--- src/design/mf3_pkg.sv ---
// Shared types and constants for the 3x3 edge-aware median filter.
// Used by every module of the block; depends on nothing else.
package mf3_pkg;

   // Pixel and window geometry.
   localparam int PIX_W     = 8;
   localparam int NUM_TAPS  = 9;
   localparam int TAP_IDX_W = $clog2(NUM_TAPS);
   localparam int ROW_W     = 13;
   localparam int WIDTH_REG_W  = 11;
   localparam int HEIGHT_REG_W = 13;
   localparam int HEIGHT_LIMIT = 4096;
   localparam int MIN_SIZE     = 2;
   localparam int DEFAULT_MAX_WIDTH = 1024;

   // Configuration register indexes.
   localparam int CSR_IDX_W  = 1;
   localparam int CSR_DATA_W = 13;
   localparam logic [CSR_IDX_W-1:0] REG_IMAGE_WIDTH  = 1'd0;
   localparam logic [CSR_IDX_W-1:0] REG_IMAGE_HEIGHT = 1'd1;
   localparam logic [WIDTH_REG_W-1:0]  WIDTH_RESET  = 11'd640;
   localparam logic [HEIGHT_REG_W-1:0] HEIGHT_RESET = 13'd480;

   // Sorted position picked for a full window, an edge and a corner.
   localparam logic [TAP_IDX_W-1:0] RANK_INTERIOR = 4'd4;
   localparam logic [TAP_IDX_W-1:0] RANK_EDGE     = 4'd2;
   localparam logic [TAP_IDX_W-1:0] RANK_CORNER   = 4'd1;

   // Value that stands in for a missing neighbor; it always sorts last.
   localparam logic [PIX_W-1:0] PAD_PIXEL = 8'hFF;

   typedef logic [NUM_TAPS-1:0][PIX_W-1:0] pix_vec_type;

   typedef struct packed {
      logic [PIX_W-1:0] pixel_value;
      logic             is_padding;
   } req_type;

   typedef struct packed {
      logic [PIX_W-1:0] filtered_pixel;
      logic             frame_last;
   } rsp_type;

   // Control that travels with an item through the sorting chain.
   typedef struct packed {
      logic [TAP_IDX_W-1:0] rank;
      logic                 last;
   } side_type;

   // Front stage: what an item needs once its line store data arrives.
   typedef struct packed {
      logic [PIX_W-1:0] pixel;
      logic             has_result;
      logic             row_start;
      logic             top_ex;
      logic             bot_ex;
      logic             left_ex;
      logic             last;
   } front_type;

endpackage

--- src/design/mf3_sort_stage.sv ---
// One stage of the odd-even transposition sorter: a row of compare-exchange cells.
// Registered output with valid and ready; uses mf3_pkg.
module mf3_sort_stage #(
   parameter int PHASE = 0
) (
   input  logic                  clock,
   input  logic                  reset,
   input  logic                  up_valid,
   input  mf3_pkg::pix_vec_type  up_vals,
   input  mf3_pkg::side_type     up_side,
   output logic                  up_ready,
   output logic                  dn_valid,
   output mf3_pkg::pix_vec_type  dn_vals,
   output mf3_pkg::side_type     dn_side,
   input  logic                  dn_ready
);
   import mf3_pkg::*;

   logic        valid_ff;
   pix_vec_type vals_ff;
   pix_vec_type vals_in;
   side_type    side_ff;

   // Compare-exchange neighboring pairs that start at this stage's phase.
   always_comb begin
      vals_in = up_vals;
      for (int i = PHASE; i + 1 < NUM_TAPS; i += 2) begin
         if (up_vals[i] > up_vals[i+1]) begin
            vals_in[i]   = up_vals[i+1];
            vals_in[i+1] = up_vals[i];
         end
      end
   end

   assign up_ready = !valid_ff || dn_ready;

   always_ff @(posedge clock) begin
      if (reset) begin
         valid_ff <= 1'b0;
      end else if (up_ready) begin
         valid_ff <= up_valid;
      end
   end

   always_ff @(posedge clock) begin
      if (up_ready) begin
         vals_ff <= vals_in;
         side_ff <= up_side;
      end
   end

   assign dn_valid = valid_ff;
   assign dn_vals  = vals_ff;
   assign dn_side  = side_ff;

endmodule

--- config.mk ---
export PLATFORM = sky130hd
export DESIGN_NAME = mf3_sort_stage
export DESIGN_NICKNAME = d
export VERILOG_FILES = /design/src/design/mf3_pkg.sv /design/src/design/mf3_sort_stage.sv
export SDC_FILE = /design/constraint.sdc
export NUM_CORES = 1
export LEC_CHECK = 0
export ABC_AREA = 1
export BUFFER_PORTS_ARGS = -buffer_cell sky130_fd_sc_hd__buf_2
export CORE_MARGIN = 4
export CORE_UTILIZATION = 50
export CTS_CLUSTER_SIZE = 24
export DETAILED_ROUTE_END_ITERATION = 10
export PLACE_DENSITY = 0.8
export SYNTH_ARGS = -nofsm -noshare
export SYNTH_HDL_FRONTEND = slang
export SYNTH_SLANG_ARGS = --single-unit
export TNS_END_PERCENT = 20
--- constraint.sdc ---
create_clock -name clock -period 3.4 [get_ports clock]
set_clock_uncertainty 0.05 [all_clocks]
set_input_delay 0.17 -clock clock [delete_from_list [all_inputs] [get_ports clock]]
set_output_delay 0.17 -clock clock [all_outputs]
set_load 0.02 [all_outputs]
==> results by stage <==
Outcome:
- The flow ran to the end, and the final reports show no timing, DRC or antenna violations.

Placed design:
- Detailed placement finished with a half-perimeter wire length of 7602 um.
- The total placed cells including tap cells is 685.
- The count of buffers from port buffering is 159.
- At the end of routability-driven placement, the weighted congestion stood at 0.8882.
- Prior to clock tree synthesis, the placed netlist has a worst setup slack of 1.602 ns.

Clock tree:
- The maximum level of the CTS H-tree is 3.
- The clock sink total is 78.
- The clock reaches the later pin of the worst-skew pair after 0.33 ns.
- After clock tree synthesis, the clock-pin slew on the worst setup and hold paths is 0.08 ns.
- The TritonCTS clock tree is done.
- The clock tree root driver cell is sky130_fd_sc_hd__clkbuf_8.
- Counting the buffers created by CTS gives 9.
- The buffer depth of the longest clock path is 2.

Power:
- In this run the power density over the cells is 469.9 mW/mm^2.
- The share of total power in combinational logic is 0.273.
- The register share of total power is 0.467.
- The cell-internal power is 1.797 mW.
- The switching power is 0.8636 mW.
- VDD sags by at most 261.8 uV.
- Of the total power, the share spent switching nets is 0.3246.
- Summed over all cells, the static leakage comes to 2.862 nW.
- Of the total power, the clock network draws 0.260.

STA:
- The number of failing hold endpoints at the final stage is 0.
- For this run, the top clock speed supported by timing is 509.3 MHz.
- For the pin with the worst max-slew slack, the measured transition is 1.027 ns.
- Across all setup checks in the final design, the least slack found is 1.436 ns.
- The final period utilization is 0.5775.
- The smallest clock period supported by the final layout is computed as 1.964 ns.
- The final-report max-slew violation count is 0.
- Setup violations remaining at the end of the flow were counted as 0.
- The worst slew margin relative to its limit is 0.3152.
- The setup TNS is 0 ns.
- Setup repair after global routing left no endpoint under its margin.

Setup path:
- The kind of end point of the critical path is a primary output.
- The worst setup path is launched from a flip-flop.
- At the worst endpoint, the arrival time is 1.74 ns.
- Across all register-to-register paths, the minimum setup slack is 1.83 ns.
- The data required time of the critical path is 3.18 ns.
- The worst setup path is of the reg2out kind.
- The largest fanout on the critical path is 79.
- The worst reg2reg path depth is 1.

Yosys:
- The number of enable-type register cells in the synthesized netlist is 77.
- The simple-gate area share of the yosys netlist is 0.3115.
- The number of synthesized register bits is 78.
- The share of the synthesized area in compound gates (AO/OA/AOI/OAI) is 0.01662.
- The post-synthesis xor/xnor area fraction is 0.
- The fraction of synthesis flops using an asynchronous set or reset pin is 0.
- Counting every instance in the synthesized netlist gives 430.
- In the synthesized netlist the dominant register cell turns out to be sky130_fd_sc_hd__edfxtp_1.
- The number of nets produced by synthesis is 543.
- Of the total synthesized cell area, the portion taken by full adders, half adders and majority gates is 0.08862.
- After synthesis, the largest family of logic cells by area is simple AND/OR/NAND/NOR gates.
- The count of synthesis-stage warnings from yosys is 0.
- After synthesis, the share of cell area in mux cells is 0.
- The count of cell types in the netlist is 18.
- The average cell area after synthesis is 10.51 um^2.
- The fraction of the yosys area taken by sequential cells is 0.5162.
- The cell area after synthesis is 0.004518 mm^2.

Global route:
- The pin count of the biggest net entering global routing is 80.
- The first global-routing pass estimated 15,650 um of wire.
- The via count of the first global-routing pass is 3,540.
- The number of antenna violations at the first check in global routing is 0.
- The total overflow left after global routing is 0.
- The overall track demand over capacity in global routing is 0.1861.

Drt:
- The detailed-route wire length is 9903 um.
- The number of violations reported at the end of detailed-routing iteration 0 is 89.
- Dividing the detail-routed via count by the number of cells gives 5.021.
- The detailed-routing iteration count for the pre-antenna-repair pass is 4.
- The residual DRC count is 0.
- Dividing the detail-routed wire length by the instance count gives 13.85 um.
- The overall via count from detail_route is 3,590.
- Once detail routing completed, the nets flagged for antenna violations numbered 0.

Cells and area:
- The area growth from synthesis to layout is 25.31%.
- Leaving out filler cells and counting taps, the final layout contains 715.
- In the final design database the tool counted 715 nets.
- The share of cells above drive strength 1 is 0.4745.
- The library cell used most frequently in the layout, excluding fill and tap cells, is sky130_fd_sc_hd__buf_2.
- 0 antenna diodes ended up in the layout.
- The library cells used most frequently in the layout, excluding fill and tap cells, are sky130_fd_sc_hd__buf_2, sky130_fd_sc_hd__nand2_2, sky130_fd_sc_hd__edfxtp_1.

Floorplanning:
- The core region area is 0.008763 mm^2.
- The die is 103.1 um tall.
- The total I/O pin count is 160.
- The floorplan has 34 rows.
- The floorplan die area is 0.01062 mm^2.
- The effective utilization at floorplan is 0.5156.
- The die is 103.1 um wide.

Min path:
- Along the worst hold path, the cell count comes to 3.
- The type of the most critical hold path is in2reg.

Job:
- The number of max-cap violations is 0.
-- flip-flops by register name (all words and copies together) (netlist names) --
name and count:
dn_side 5, dn_valid 1, dn_vals 72
-- metal layers --
metal / global-route usage / wire, um / vias up
li1: - / - / 1778
met1: 0.2189 / 3881 / 1667
met2: 0.3286 / 4985 / 128
met3: 0.05210 / 874 / 17
met4: 0.05876 / 161 / 0
met5: 0 / 0 / -
-- final timing paths --
| kind | start | to |
|---|---|---|
| max | dn_valid$_SDFFE_PP0P_ | up_ready |
| min | up_valid | dn_valid$_SDFFE_PP0P_ |
| max reg2reg | dn_valid$_SDFFE_PP0P_ | dn_side[3]$_DFFE_PP_ |
| min reg2reg | dn_valid$_SDFFE_PP0P_ | dn_valid$_SDFFE_PP0P_ |
-- power by group through the flow --
stage | sequential [mW] | clock (mW) | combinational (mW)
finish | 1.24 | 0.692 | 0.727
global route | 1.25 | 0.752 | 0.799
CTS | 1.24 | 0.708 | 0.732
detailed placement | 1.27 | 0 | 0.718
global placement | 1.26 | 0 | 0.698
floorplan | 1.43 | 0 | 0.337
-- through the flow --
step,utilization,hold WS (ns),cell area [um^2],total power [mW]
after floorplan,-,0.1891,4518,1.771
after detailed placement,0.6078,0.2843,5326,1.984
after CTS,0.6461,0.0007792,5662,2.685
after global routing,0.6461,0.006889,5662,2.805
final,0.6461,0.01394,5662,2.660
after global placement,0.6078,0.2799,5326,1.960
-- synthesized netlist by cell type, types with 8 or more instances --
library cell | n | area [um^2]
sky130_fd_sc_hd__inv_1 | 42 | 157.7
sky130_fd_sc_hd__nand2_1 | 72 | 270.3
sky130_fd_sc_hd__nand2_2 | 89 | 556.8
sky130_fd_sc_hd__a21oi_1 | 9 | 45.04
sky130_fd_sc_hd__ha_1 | 32 | 400.4
sky130_fd_sc_hd__nand3_1 | 64 | 320.3
sky130_fd_sc_hd__nand2_4 | 8 | 90.09
sky130_fd_sc_hd__edfxtp_1 | 77 | 2312
-- final cells by class --
| type | instances | area, um^2 |
|---|---|---|
| inverter | 46 | 172.7 |
| multi-input combinational | 294 | 1891 |
| tap | 108 | 135.1 |
| clock buffer | 9 | 123.9 |
| timing repair buffer | 173 | 935.9 |
| clock inverter | 7 | 71.32 |
| sequential | 78 | 2332 |
| fill | 713 | 3102 |
-- kinds of logic after synthesis --
kind of cell    count (synthesis)
fa+ha+maj                      32
flops                          78
compound gates                 13
buf+inv                        58
simple gates                  249
-- critical path: stages (launching register included) --
cell	delay, ns
sky130_fd_sc_hd__dfxtp_1	0.35
sky130_fd_sc_hd__nand2_4	0.73
sky130_fd_sc_hd__buf_2	0.31
-- repair_timing --
item,in CTS,in global routing
hold buffers,14,0
gates resized for setup,0,0
setup buffers,0,0
endpoints found under the hold margin,14,0
(Power assumes the default switching activity.)
